===== config.mk =====
export PLATFORM = sky130hd
export DESIGN_NAME = dual_motor_ramp_with_kick_unit
export DESIGN_NICKNAME = d
export VERILOG_FILES = /design/src/design/dmrk_pkg.sv /design/src/design/dual_motor_ramp_with_kick_unit.sv /design/src/design/dmrk_ctrl.sv /design/src/design/dmrk_pwm.sv /design/src/design/dmrk_outbuf.sv
export SDC_FILE = /design/constraint.sdc
export NUM_CORES = 2
export LEC_CHECK = 0
export BUFFER_PORTS_ARGS = -buffer_cell sky130_fd_sc_hd__buf_4
export CAP_MARGIN = 20
export CORE_ASPECT_RATIO = 2
export CORE_MARGIN = 2
export CORE_UTILIZATION = 45
export CTS_CLUSTER_DIAMETER = 120
export DETAILED_ROUTE_END_ITERATION = 7
export GPL_TIMING_DRIVEN = 0
export PLACE_DENSITY = 0.61
export SYNTH_ARGS = -nofsm -noshare
export SYNTH_HDL_FRONTEND = slang
export SYNTH_HIERARCHICAL = 1
export SYNTH_SLANG_ARGS = --single-unit

===== constraint.sdc =====
create_clock -name clk -period 10.6 [get_ports clk]
set_clock_uncertainty 0.2 [all_clocks]
set_input_delay 0 -clock clk [delete_from_list [all_inputs] [get_ports clk]]
set_output_delay 0 -clock clk [all_outputs]
set_load 0.005 [all_outputs]

===== src/design/dmrk_pkg.sv =====
`default_nettype none
// ----------------------------------------------------------------------------
// dmrk_pkg
// Types, codes and arithmetic helpers shared by the dual motor ramp blocks.
// ----------------------------------------------------------------------------
package dmrk_pkg;

  typedef logic signed [7:0] pct_t;
  typedef logic signed [16:0] pwm_t;

  typedef enum logic [1:0] {
    OP_TICK  = 2'd0,
    OP_SET   = 2'd1,
    OP_STOP  = 2'd2,
    OP_BRAKE = 2'd3
  } op_t;

  typedef enum logic [1:0] {
    MODE_STOP  = 2'd0,
    MODE_RUN   = 2'd1,
    MODE_BRAKE = 2'd2
  } mode_t;

  typedef enum logic [2:0] {
    CFG_LEFT_GAIN  = 3'd0,
    CFG_RIGHT_GAIN = 3'd1,
    CFG_PWM_PERIOD = 3'd2,
    CFG_RAMP_STEP  = 3'd3,
    CFG_KICK_LEVEL = 3'd4,
    CFG_KICK_TICKS = 3'd5
  } cfg_idx_t;

  localparam logic [8:0]  GAIN_RESET   = 9'd256;
  localparam logic [15:0] PERIOD_RESET = 16'd1000;
  localparam logic [6:0]  STEP_RESET   = 7'd1;
  localparam logic [6:0]  KICK_LEVEL_RESET = 7'd75;
  localparam logic [15:0] KICK_TICKS_RESET = 16'd15;

  localparam logic [6:0] PCT_FULL = 7'd100;

  // Division by 100 as a multiply by 2^30/100 rounded up, then a right shift.
  // Exact for every product of a 16-bit period and a percentage up to 100.
  localparam int          DIV_SHIFT = 30;
  localparam logic [23:0] DIV_RECIP = 24'd10737419;

  typedef struct packed {
    logic [8:0]  left_scale;
    logic [8:0]  right_scale;
    logic [15:0] pwm_period;
    logic [6:0]  ramp_step;
    logic [6:0]  kick_level;
    logic [15:0] kick_ticks;
  } cfg_t;

  typedef struct packed {
    mode_t mode;
    pct_t  left_now;
    pct_t  right_now;
  } tick_t;

  typedef struct packed {
    mode_t mode;
    pwm_t  left_pwm;
    pwm_t  right_pwm;
    pct_t  left_now;
    pct_t  right_now;
  } res_t;

  typedef struct packed {
    logic out_full;
    logic skid_full;
  } buf_stat_t;

  function automatic pct_t clamp_pct(input logic signed [9:0] v);
    if (v > 10'sd100) begin
      return 8'sd100;
    end else if (v < -10'sd100) begin
      return -8'sd100;
    end
    return v[7:0];
  endfunction

  function automatic pct_t apply_gain(input pct_t req, input logic [8:0] gain);
    pct_t                c;
    logic signed [17:0]  p;
    logic signed [17:0]  pb;
    c  = clamp_pct({{2{req[7]}}, req});
    p  = $signed({{10{c[7]}}, c}) * $signed({9'b0, gain});
    // Bias negative products so that the shift truncates toward zero.
    pb = p[17] ? p + 18'sd255 : p;
    return clamp_pct(pb[17:8]);
  endfunction

  function automatic pct_t kick_value(input pct_t tgt, input logic [6:0] lvl);
    logic [6:0] l;
    pct_t       ls;
    l  = (lvl > PCT_FULL) ? PCT_FULL : lvl;
    ls = $signed({1'b0, l});
    if (tgt > 8'sd0) begin
      return (tgt > ls) ? tgt : ls;
    end else if (tgt < 8'sd0) begin
      return (tgt < -ls) ? tgt : -ls;
    end
    return 8'sd0;
  endfunction

  function automatic pct_t slew(input pct_t cur, input pct_t tgt, input logic [6:0] step);
    logic signed [9:0] c;
    logic signed [9:0] t;
    logic signed [9:0] s;
    logic signed [9:0] u;
    c = {{2{cur[7]}}, cur};
    t = {{2{tgt[7]}}, tgt};
    s = $signed({3'b0, step});
    u = c;
    if (c < t) begin
      u = c + s;
      if (u > t) u = t;
    end else if (c > t) begin
      u = c - s;
      if (u < t) u = t;
    end
    return u[7:0];
  endfunction

endpackage
`default_nettype wire


===== src/design/dual_motor_ramp_with_kick_unit.sv =====
`default_nettype none
// ----------------------------------------------------------------------------
// dual_motor_ramp_with_kick_unit
// Two-wheel speed controller with slew limiting and a startup kick.
// ----------------------------------------------------------------------------
// Each input beat is one event (tick, set targets, stop, brake) and is taken
// in every cycle while the output skid entry is empty; only tick beats give
// an output beat. A tick result passes the input register, the state update
// into the tick register, the period multiply and the divide-by-100 multiply
// into the output register; the pipeline stalls while the skid entry is full.
// State updates for one event are registered before the next event
// is applied, so back-to-back events see each other's effect.
// Configuration registers may be written at any time the block is idle.
// ----------------------------------------------------------------------------
module dual_motor_ramp_with_kick_unit (
  input  wire logic        clk,
  input  wire logic        rst,
  input  wire logic        s_axis_tvalid,
  output logic             s_axis_tready,
  // op[1:0], left_request[9:2], right_request[17:10], zero pad [23:18]
  input  wire logic [23:0] s_axis_tdata,
  output logic             m_axis_tvalid,
  input  wire logic        m_axis_tready,
  // drive_mode[1:0], left_pwm[18:2], right_pwm[35:19], left_now[43:36],
  // right_now[51:44], zero pad [55:52]
  output logic [55:0]      m_axis_tdata,
  input  wire logic        cfg_valid,
  output logic             cfg_ready,
  input  wire logic [2:0]  cfg_index,
  input  wire logic [15:0] cfg_data
);

  dmrk_pkg::cfg_t      cfg;
  dmrk_pkg::buf_stat_t stat;
  dmrk_pkg::tick_t     tick;
  dmrk_pkg::res_t      res;
  dmrk_pkg::res_t      out_res;
  logic                en;
  logic                tick_valid;
  logic                res_valid;

  assign cfg_ready     = 1'b1;
  assign en            = !stat.skid_full;
  assign s_axis_tready = en;

  always_ff @(posedge clk) begin
    if (rst) begin
      cfg.left_scale  <= dmrk_pkg::GAIN_RESET;
      cfg.right_scale <= dmrk_pkg::GAIN_RESET;
      cfg.pwm_period  <= dmrk_pkg::PERIOD_RESET;
      cfg.ramp_step   <= dmrk_pkg::STEP_RESET;
      cfg.kick_level  <= dmrk_pkg::KICK_LEVEL_RESET;
      cfg.kick_ticks  <= dmrk_pkg::KICK_TICKS_RESET;
    end else if (cfg_valid && cfg_ready) begin
      case (cfg_index)
        dmrk_pkg::CFG_LEFT_GAIN:  cfg.left_scale  <= cfg_data[8:0];
        dmrk_pkg::CFG_RIGHT_GAIN: cfg.right_scale <= cfg_data[8:0];
        dmrk_pkg::CFG_PWM_PERIOD: cfg.pwm_period  <= cfg_data;
        dmrk_pkg::CFG_RAMP_STEP:  cfg.ramp_step   <= cfg_data[6:0];
        dmrk_pkg::CFG_KICK_LEVEL: cfg.kick_level  <= cfg_data[6:0];
        dmrk_pkg::CFG_KICK_TICKS: cfg.kick_ticks  <= cfg_data;
        default: begin
        end
      endcase
    end
  end

  dmrk_ctrl u_ctrl (
    .clk        (clk),
    .rst        (rst),
    .en         (en),
    .in_valid   (s_axis_tvalid),
    .in_op      (s_axis_tdata[1:0]),
    .in_left    (s_axis_tdata[9:2]),
    .in_right   (s_axis_tdata[17:10]),
    .cfg        (cfg),
    .tick_valid (tick_valid),
    .tick       (tick)
  );

  dmrk_pwm u_pwm (
    .clk        (clk),
    .rst        (rst),
    .en         (en),
    .tick_valid (tick_valid),
    .tick       (tick),
    .period     (cfg.pwm_period),
    .res_valid  (res_valid),
    .res        (res)
  );

  dmrk_outbuf u_outbuf (
    .clk       (clk),
    .rst       (rst),
    .in_valid  (res_valid),
    .in_res    (res),
    .out_ready (m_axis_tready),
    .out_valid (m_axis_tvalid),
    .out_res   (out_res),
    .stat      (stat)
  );

  assign m_axis_tdata = {4'b0, out_res.right_now, out_res.left_now, out_res.right_pwm,
                         out_res.left_pwm, out_res.mode};

  a_skid_behind_out: assert property (@(posedge clk) disable iff (rst)
    stat.skid_full |-> stat.out_full)
    else $error("skid entry holds a result while the output register is empty");

  a_stop_zero_pwm: assert property (@(posedge clk) disable iff (rst)
    (m_axis_tvalid && out_res.mode == dmrk_pkg::MODE_STOP) |->
      (out_res.left_pwm == 17'sd0 && out_res.right_pwm == 17'sd0 &&
       out_res.left_now == 8'sd0 && out_res.right_now == 8'sd0))
    else $error("stopped result carries a nonzero speed");

  a_brake_zero_now: assert property (@(posedge clk) disable iff (rst)
    (m_axis_tvalid && out_res.mode == dmrk_pkg::MODE_BRAKE) |->
      (out_res.left_now == 8'sd0 && out_res.right_now == 8'sd0 &&
       out_res.left_pwm == out_res.right_pwm))
    else $error("brake result with moving wheels or unequal compare values");

endmodule
`default_nettype wire


===== src/design/dmrk_ctrl.sv =====
`default_nettype none
// ----------------------------------------------------------------------------
// dmrk_ctrl
// Input register and the speed state machine: targets, currents, run mode
// and kick counter. Emits one tick record per tick beat.
// ----------------------------------------------------------------------------
module dmrk_ctrl (
  input  wire logic            clk,
  input  wire logic            rst,
  input  wire logic            en,
  input  wire logic            in_valid,
  input  wire logic [1:0]      in_op,
  input  wire dmrk_pkg::pct_t  in_left,
  input  wire dmrk_pkg::pct_t  in_right,
  input  wire dmrk_pkg::cfg_t  cfg,
  output logic                 tick_valid,
  output dmrk_pkg::tick_t      tick
);

  logic            cmd_valid;
  dmrk_pkg::op_t   cmd_op;
  dmrk_pkg::pct_t  cmd_left;
  dmrk_pkg::pct_t  cmd_right;

  dmrk_pkg::pct_t  left_target, left_target_next;
  dmrk_pkg::pct_t  right_target, right_target_next;
  dmrk_pkg::pct_t  left_current, left_current_next;
  dmrk_pkg::pct_t  right_current, right_current_next;
  dmrk_pkg::mode_t run_mode, run_mode_next;
  logic [15:0]     kick_left, kick_left_next;
  logic            tick_valid_next;

  dmrk_pkg::pct_t  set_left, set_right;
  dmrk_pkg::pct_t  slew_left, slew_right;

  always_comb begin
    set_left   = dmrk_pkg::apply_gain(cmd_left, cfg.left_scale);
    set_right  = dmrk_pkg::apply_gain(cmd_right, cfg.right_scale);
    slew_left  = dmrk_pkg::slew(left_current, left_target, cfg.ramp_step);
    slew_right = dmrk_pkg::slew(right_current, right_target, cfg.ramp_step);

    left_target_next   = left_target;
    right_target_next  = right_target;
    left_current_next  = left_current;
    right_current_next = right_current;
    run_mode_next      = run_mode;
    kick_left_next     = kick_left;
    tick_valid_next    = 1'b0;

    if (cmd_valid) begin
      case (cmd_op)
        dmrk_pkg::OP_SET: begin
          if (left_target == 8'sd0 && right_target == 8'sd0 &&
              (set_left != 8'sd0 || set_right != 8'sd0) &&
              run_mode != dmrk_pkg::MODE_BRAKE) begin
            kick_left_next = cfg.kick_ticks;
          end
          left_target_next  = set_left;
          right_target_next = set_right;
        end
        dmrk_pkg::OP_STOP: begin
          left_target_next  = 8'sd0;
          right_target_next = 8'sd0;
          kick_left_next    = 16'd0;
          if (run_mode == dmrk_pkg::MODE_BRAKE) begin
            run_mode_next = dmrk_pkg::MODE_STOP;
          end
        end
        dmrk_pkg::OP_BRAKE: begin
          run_mode_next      = dmrk_pkg::MODE_BRAKE;
          left_target_next   = 8'sd0;
          right_target_next  = 8'sd0;
          left_current_next  = 8'sd0;
          right_current_next = 8'sd0;
          kick_left_next     = 16'd0;
        end
        dmrk_pkg::OP_TICK: begin
          tick_valid_next = 1'b1;
          if (run_mode == dmrk_pkg::MODE_BRAKE) begin
            left_current_next  = 8'sd0;
            right_current_next = 8'sd0;
          end else if (kick_left != 16'd0) begin
            left_current_next  = dmrk_pkg::kick_value(left_target, cfg.kick_level);
            right_current_next = dmrk_pkg::kick_value(right_target, cfg.kick_level);
            kick_left_next     = kick_left - 16'd1;
            run_mode_next      = dmrk_pkg::MODE_RUN;
          end else begin
            left_current_next  = slew_left;
            right_current_next = slew_right;
            if (slew_left == 8'sd0 && slew_right == 8'sd0 &&
                left_target == 8'sd0 && right_target == 8'sd0) begin
              run_mode_next = dmrk_pkg::MODE_STOP;
            end else begin
              run_mode_next = dmrk_pkg::MODE_RUN;
            end
          end
        end
        default: begin
        end
      endcase
    end
  end

  always_ff @(posedge clk) begin
    if (rst) begin
      cmd_valid     <= 1'b0;
      left_target   <= 8'sd0;
      right_target  <= 8'sd0;
      left_current  <= 8'sd0;
      right_current <= 8'sd0;
      run_mode      <= dmrk_pkg::MODE_STOP;
      kick_left     <= 16'd0;
      tick_valid    <= 1'b0;
    end else if (en) begin
      cmd_valid     <= in_valid;
      left_target   <= left_target_next;
      right_target  <= right_target_next;
      left_current  <= left_current_next;
      right_current <= right_current_next;
      run_mode      <= run_mode_next;
      kick_left     <= kick_left_next;
      tick_valid    <= tick_valid_next;
    end
  end

  always_ff @(posedge clk) begin
    if (en) begin
      cmd_op          <= dmrk_pkg::op_t'(in_op);
      cmd_left        <= in_left;
      cmd_right       <= in_right;
      tick.mode       <= run_mode_next;
      tick.left_now   <= left_current_next;
      tick.right_now  <= right_current_next;
    end
  end

endmodule
`default_nettype wire


===== src/design/dmrk_pwm.sv =====
`default_nettype none
// ----------------------------------------------------------------------------
// dmrk_pwm
// Converts a tick record into signed compare values: a period multiply stage
// followed by a reciprocal multiply that divides by one hundred.
// ----------------------------------------------------------------------------
module dmrk_pwm (
  input  wire logic            clk,
  input  wire logic            rst,
  input  wire logic            en,
  input  wire logic            tick_valid,
  input  wire dmrk_pkg::tick_t tick,
  input  wire logic [15:0]     period,
  output logic                 res_valid,
  output dmrk_pkg::res_t       res
);

  logic [6:0]      mag_left, mag_right;
  logic            prod_valid;
  dmrk_pkg::tick_t prod_tick;
  logic [22:0]     prod_left, prod_right;
  logic [46:0]     scaled_left, scaled_right;
  logic [16:0]     quot_left, quot_right;
  dmrk_pkg::pwm_t  pwm_left, pwm_right;

  always_comb begin
    mag_left  = tick.left_now[7]  ? 7'(-tick.left_now)  : tick.left_now[6:0];
    mag_right = tick.right_now[7] ? 7'(-tick.right_now) : tick.right_now[6:0];
  end

  always_ff @(posedge clk) begin
    if (rst) begin
      prod_valid <= 1'b0;
    end else if (en) begin
      prod_valid <= tick_valid;
    end
  end

  always_ff @(posedge clk) begin
    if (en) begin
      prod_tick  <= tick;
      prod_left  <= 23'(period) * 23'(mag_left);
      prod_right <= 23'(period) * 23'(mag_right);
    end
  end

  always_comb begin
    scaled_left  = 47'(prod_left) * 47'(dmrk_pkg::DIV_RECIP);
    scaled_right = 47'(prod_right) * 47'(dmrk_pkg::DIV_RECIP);
    quot_left    = scaled_left[46:dmrk_pkg::DIV_SHIFT];
    quot_right   = scaled_right[46:dmrk_pkg::DIV_SHIFT];
    pwm_left     = prod_tick.left_now[7]  ? -$signed(quot_left)  : $signed(quot_left);
    pwm_right    = prod_tick.right_now[7] ? -$signed(quot_right) : $signed(quot_right);

    res.mode      = prod_tick.mode;
    res.left_now  = prod_tick.left_now;
    res.right_now = prod_tick.right_now;
    case (prod_tick.mode)
      dmrk_pkg::MODE_BRAKE: begin
        res.left_pwm  = $signed({1'b0, period});
        res.right_pwm = $signed({1'b0, period});
      end
      dmrk_pkg::MODE_RUN: begin
        res.left_pwm  = pwm_left;
        res.right_pwm = pwm_right;
      end
      default: begin
        res.left_pwm  = 17'sd0;
        res.right_pwm = 17'sd0;
      end
    endcase
    res_valid = prod_valid;
  end

endmodule
`default_nettype wire


===== src/design/dmrk_outbuf.sv =====
`default_nettype none
// ----------------------------------------------------------------------------
// dmrk_outbuf
// Output register with one skid entry. The pipeline behind it advances only
// while the skid entry is empty, so no result is ever dropped.
// ----------------------------------------------------------------------------
module dmrk_outbuf (
  input  wire logic           clk,
  input  wire logic           rst,
  input  wire logic           in_valid,
  input  wire dmrk_pkg::res_t in_res,
  input  wire logic           out_ready,
  output logic                out_valid,
  output dmrk_pkg::res_t      out_res,
  output dmrk_pkg::buf_stat_t stat
);

  logic           skid_valid;
  dmrk_pkg::res_t skid_res;
  logic           take;
  logic           arrive;

  assign take   = out_valid && out_ready;
  assign arrive = in_valid && !skid_valid;

  always_ff @(posedge clk) begin
    if (rst) begin
      out_valid  <= 1'b0;
      skid_valid <= 1'b0;
    end else if (skid_valid) begin
      if (take) begin
        out_res    <= skid_res;
        skid_valid <= 1'b0;
      end
    end else if (!out_valid || take) begin
      out_valid <= arrive;
      out_res   <= in_res;
    end else if (arrive) begin
      skid_valid <= 1'b1;
      skid_res   <= in_res;
    end
  end

  assign stat.out_full  = out_valid;
  assign stat.skid_full = skid_valid;

endmodule
`default_nettype wire


== After elaboration in Yosys (flattened, before gate mapping) ==
Cells that the tools add are included.
Word-level totals
  register bits after elaboration: 323
  input bits: 48
  output and inout bits: 59
  word-level logic and storage cells: 222
Operators by class
  add/sub/neg operators: 12
  multipliers: 6
  order comparisons: 25
  equal/unequal tests: 16
  muxes and demuxes: 87
  bitwise gates (word level): 3
  reduce and logical (&&, ||, !) cells: 35
Operators by type and width (count)
  $mux 8: 36
  $mux 52: 3
  $mul 23x24->47 const B: 2
  $pmux 34 s2: 1
  $pmux 8 s2: 4
  $mux 16: 3
  $pmux 16 s3: 1
  $mul 16x7->23: 2
  $add 18x9->18 const B: 2
  $mul 8x10->18: 2
  $mux 18: 2
  $mux 17: 2
  $neg 17->17: 2
  $gt 8x8->1: 4
  $logic_not 8->1: 4
  $lt 8x8->1: 4
  $mux 1: 27
  $mux 7: 3
  $gt 10x8->1 const B: 2
  $lt 10x8->1 const B: 2
  $add 8x8->9: 2
  $gt 9x8->1: 2
  $lt 9x8->1: 2
  $sub 8x8->9: 2
  other kinds (31): 68

== Depth between registers and ports, before layout ==
  depth after elaboration: 17
  gate-level depth with buffers: 31
  depth with buffers taken out: 31

== Cells and area by module ==
The synthesis kept the hierarchy.
By module, submodules not included
  dmrk_pwm: times used 1, cells an instance 2941, area each 28379.7 µm², sequential area each 1941.9 µm²
  dmrk_ctrl: times used 1, cells an instance 1729, area each 14467.6 µm², sequential area each 2122.0 µm²
  dmrk_outbuf: times used 1, cells an instance 176, area each 3997.6 µm², sequential area each 3163.0 µm²
  dual_motor_ramp_with_kick_unit: times used 1, cells an instance 256, area each 2676.3 µm², sequential area each 1281.2 µm²

== Worst setup path before layout ==
Ideal clock, no wire load.
  path kind: register -> register
  from: reg u_pwm.prod_right[3]
  to: reg u_outbuf/out_res[32] (netlist name)
  setup time: 0.260 ns
  data arrival time: 7.881 ns
  slack: 2.258 ns
  cell stages (with the launch flop): 26
  path buffers: 0
  cells stage by stage: edfxtp_1 fa_1 fa_1 inv_1 fa_1 inv_1 fa_1 fa_1 fa_1 inv_1 fa_1 inv_1 ha_1 a21o_1 a21o_1 a211oi_1 nand3_1 o211ai_1 xor2_1 ha_1 inv_1 or4_1 or4_1 o41a_1 mux2_1 mux2_4
RTL lines
  start, declared: RTL line dmrk_pwm.sv:21  | logic [22:0] prod_left, prod_right;
  start signal, assigned: RTL line dmrk_pwm.sv:43  | prod_right <= 23'(period) * 23'(mag_right);

==> summary.txt <==
Outcome
  – Status: completed

Setup path
  – Worst r2r src: u_pwm/prod_left[11]$_DFFE_PP_
  – Startpoint types: flop
  – Critical path launch point: u_pwm/prod_left[11]$_DFFE_PP_
  – CP arrival: 10.12 ns
  – Worst Path Required: 10.73 ns
  – Setup crit end kind: flop
  – Crit Path Class: flop to flop
  – Largest fanout on the critical path: 6

GRT
  – Largest net degree at the start of global routing: 68
  – Total GRT Usage: a little over a quarter
  – Grt total ovfl: 0
  – First-pass GRT wire length: 229000 um
  – Initial antenna violation count: 5
  – Number of global-route vias before repair: 40810

Flow run
  – Max_cap viols: 0

Final layout
  – Area of the multi-input gates: 36900 sq um
  – Non-filler cells, final: 6735
  – Layout Nets: 6756
  – Final Instance Area: between 50000 and 60000 sq um
  – Area Overhead vs Synth: 9.17%
  – Finished Core Util: 49.3%
  – Register area: 8510 sq um
  – Layout cells sized above 1: 6.38%
  – Fill cell count: 10284

CTS
  – CTS root buffer: clkbuf_16
  – CTS max path bufs: 3
  – Hold_buf cts: 71
  – Clock sink count: 323
  – TritonCTS buffer count: 36
  – Later-pin clock latency in the skew report: 0.60 ns
  – CTS tree: done
  – Post_cts resized: 0
  – Post-CTS setup buffers: 0
  – Clock-pin slew on the worst setup and hold paths: 0.06 ns
  – H-tree depth: 2

Drt
  – Drt wl/cell: between 20 and 25 um
  – Pre-Repair DR Iteration Count: 5
  – Via count: roughly 38000
  – Post-route ant nets: 0
  – Avg Vias per Cell: 5.57
  – DR iter-0 viols: 1729
  – WL final: 149000 um
  – Detailed-route DRC error count: 0

Die
  – FP Rows: 172
  – Initial Util: 45.2%
  – Full die area: 113000 sq um
  – Ports: 107
  – Core area: 110000 sq um
  – Die W: around 240 um
  – Chip height: 473 um

Timing
  – RSZ-0062 raised after global routing: false
  – Max Clk Rate: 100 MHz
  – Slew @ Worst Pin: 1.17 ns
  – Slew Viols, Final: 0
  – Final worst slack: 0.610 ns
  – Max-slew headroom: a little over a fifth
  – Setup TNS: 0 ns
  – Final period util: 94.2%
  – Fin. Hold Viols: 0
  – Fin crit period: 9.99 ns
  – Setup violations, final: 0

Hold path
  – Worst Hold Class: primary input to flop
  – Hold path start: s_axis_tvalid

Synth
  – Post-Synthesis Cells: between 5000 and 6000
  – Synth warn: 6
  – Synthesized area: 49500 sq um
  – Mean Syn Cell Area: 9.71 sq um

Pwr
  – Pwr/cell area: 100 nW/um^2
  – Leak Pwr: approximately 28 nW
  – Max rail drop VDD: approximately 0.13 mV

Place
  – Placed inst area: 52100 sq um
  – Placed cell count: 6596
  – Port-buffer cells: 92
  – HPWL after DPL: 128000 um
  – Pre-CTS setup slack: 0.703 ns
  – Routability cong.: 1.02
layer usage:
metal  global-route usage, %  vias to the layer above  wire [um]
met5                       0                        -         13
li1                        -                    17451          -
met1                    23.9                    18496      47000
met3                    2.86                      529       5080
met2                    53.1                     1051      81800
met4                    22.5                        2      15200
power breakdown:
part           switching, mW  total (mW)  internal [mW]  leakage, nW
clock network          0.580        1.31          0.727        0.585
logic                   1.63        2.65           1.02         23.9
registers             0.0923        1.47           1.38         3.19
worst paths after layout:
check / slack [ns] / depth (start not counted) / endpoint
worst max register to register: 0.61 / 24 / u_outbuf/out_res[49]$_DFFE_PP_
worst min-delay path: 0.07 / 4 / u_ctrl/cmd_valid$_SDFFE_PP0P_
worst min register to register: 0.25 / 0 / u_outbuf/skid_res[5]$_DFFE_PP_
worst max-delay path: 0.61 / 24 / u_outbuf/out_res[49]$_DFFE_PP_
cells in the final DEF (no fill, tap or decap), types with 24 or more instances in the layout:
cell type      count
a211oi_1          33
a21o_1            64
a21oi_1          181
and2_1           149
and3_1            58
buf_4            102
clkbuf_1          94
clkbuf_16         40
dfxtp_1          119
dlygate4sd3_1     71
edfxtp_1         204
fa_1             618
ha_1             776
inv_1            939
mux2_2            45
mux2_4            27
mux2i_1          103
nand2_1          379
nand2b_1          97
nand3_1           48
nand4_1           27
nor2_1           217
nor2b_1           48
nor3_1            63
o21a_1            35
o21ai_0          152
o21bai_1          24
xnor2_1          122
xor2_1            55
layout make-up:
class                           instances  share of cell area [%]
Clock inverter                         23                   0.359
Antenna cell                            2                 0.00926
Sequential cell                       323                    15.7
Multi-Input combinational cell       3704                    68.2
Tap cell                             1392                    3.22
Inverter                              942                    6.55
Timing Repair Buffer                  172                    2.85
Clock buffer                           42                    1.88
Buffer                                135                    1.17
state kept, by name (all words and copies together) (netlist names), 8 cells and up:
name                  cells
u_ctrl/left_current       8
u_pwm/prod_right         23
u_ctrl/cmd_left           8
u_ctrl/right_current      8
u_ctrl/left_target        8
u_outbuf/skid_res        52
u_ctrl/tick              18
u_outbuf/out_res         52
u_pwm/prod_left          23
cfg                      64
u_pwm/res                18
u_ctrl/cmd_right          8
u_ctrl/right_target       8
u_ctrl/kick_left         16
worst max-delay path, cell delays in order, from the launching register on:
cell and delay [ns]:
edfxtp_1 0.64, inv_1 0.19, fa_1 0.78, fa_1 0.51, fa_1 0.51, inv_1 0.05, fa_1 0.43, fa_1 0.56
fa_1 0.43, fa_1 0.40, ha_1 0.40, a21oi_1 0.74, o211ai_1 0.18, a31oi_1 0.20, a32oi_1 0.33, o31ai_1 0.38
xor2_1 0.39, ha_1 0.21, inv_1 0.06, or4_1 0.58, or3_1 0.44, o41ai_1 0.59, xnor2_1 0.18, nor2_1 0.07
mux2_2 0.29
stage by stage:
step                power, mW  hold slack, ns
global route             5.82          0.0991
finish                   5.42          0.0667
global placement         4.06         -0.0220
CTS                      5.46          0.0608
detailed placement       4.11         -0.0202
floorplan                3.29          -0.128
Note: power is estimated with default switching activity, not from simulation.
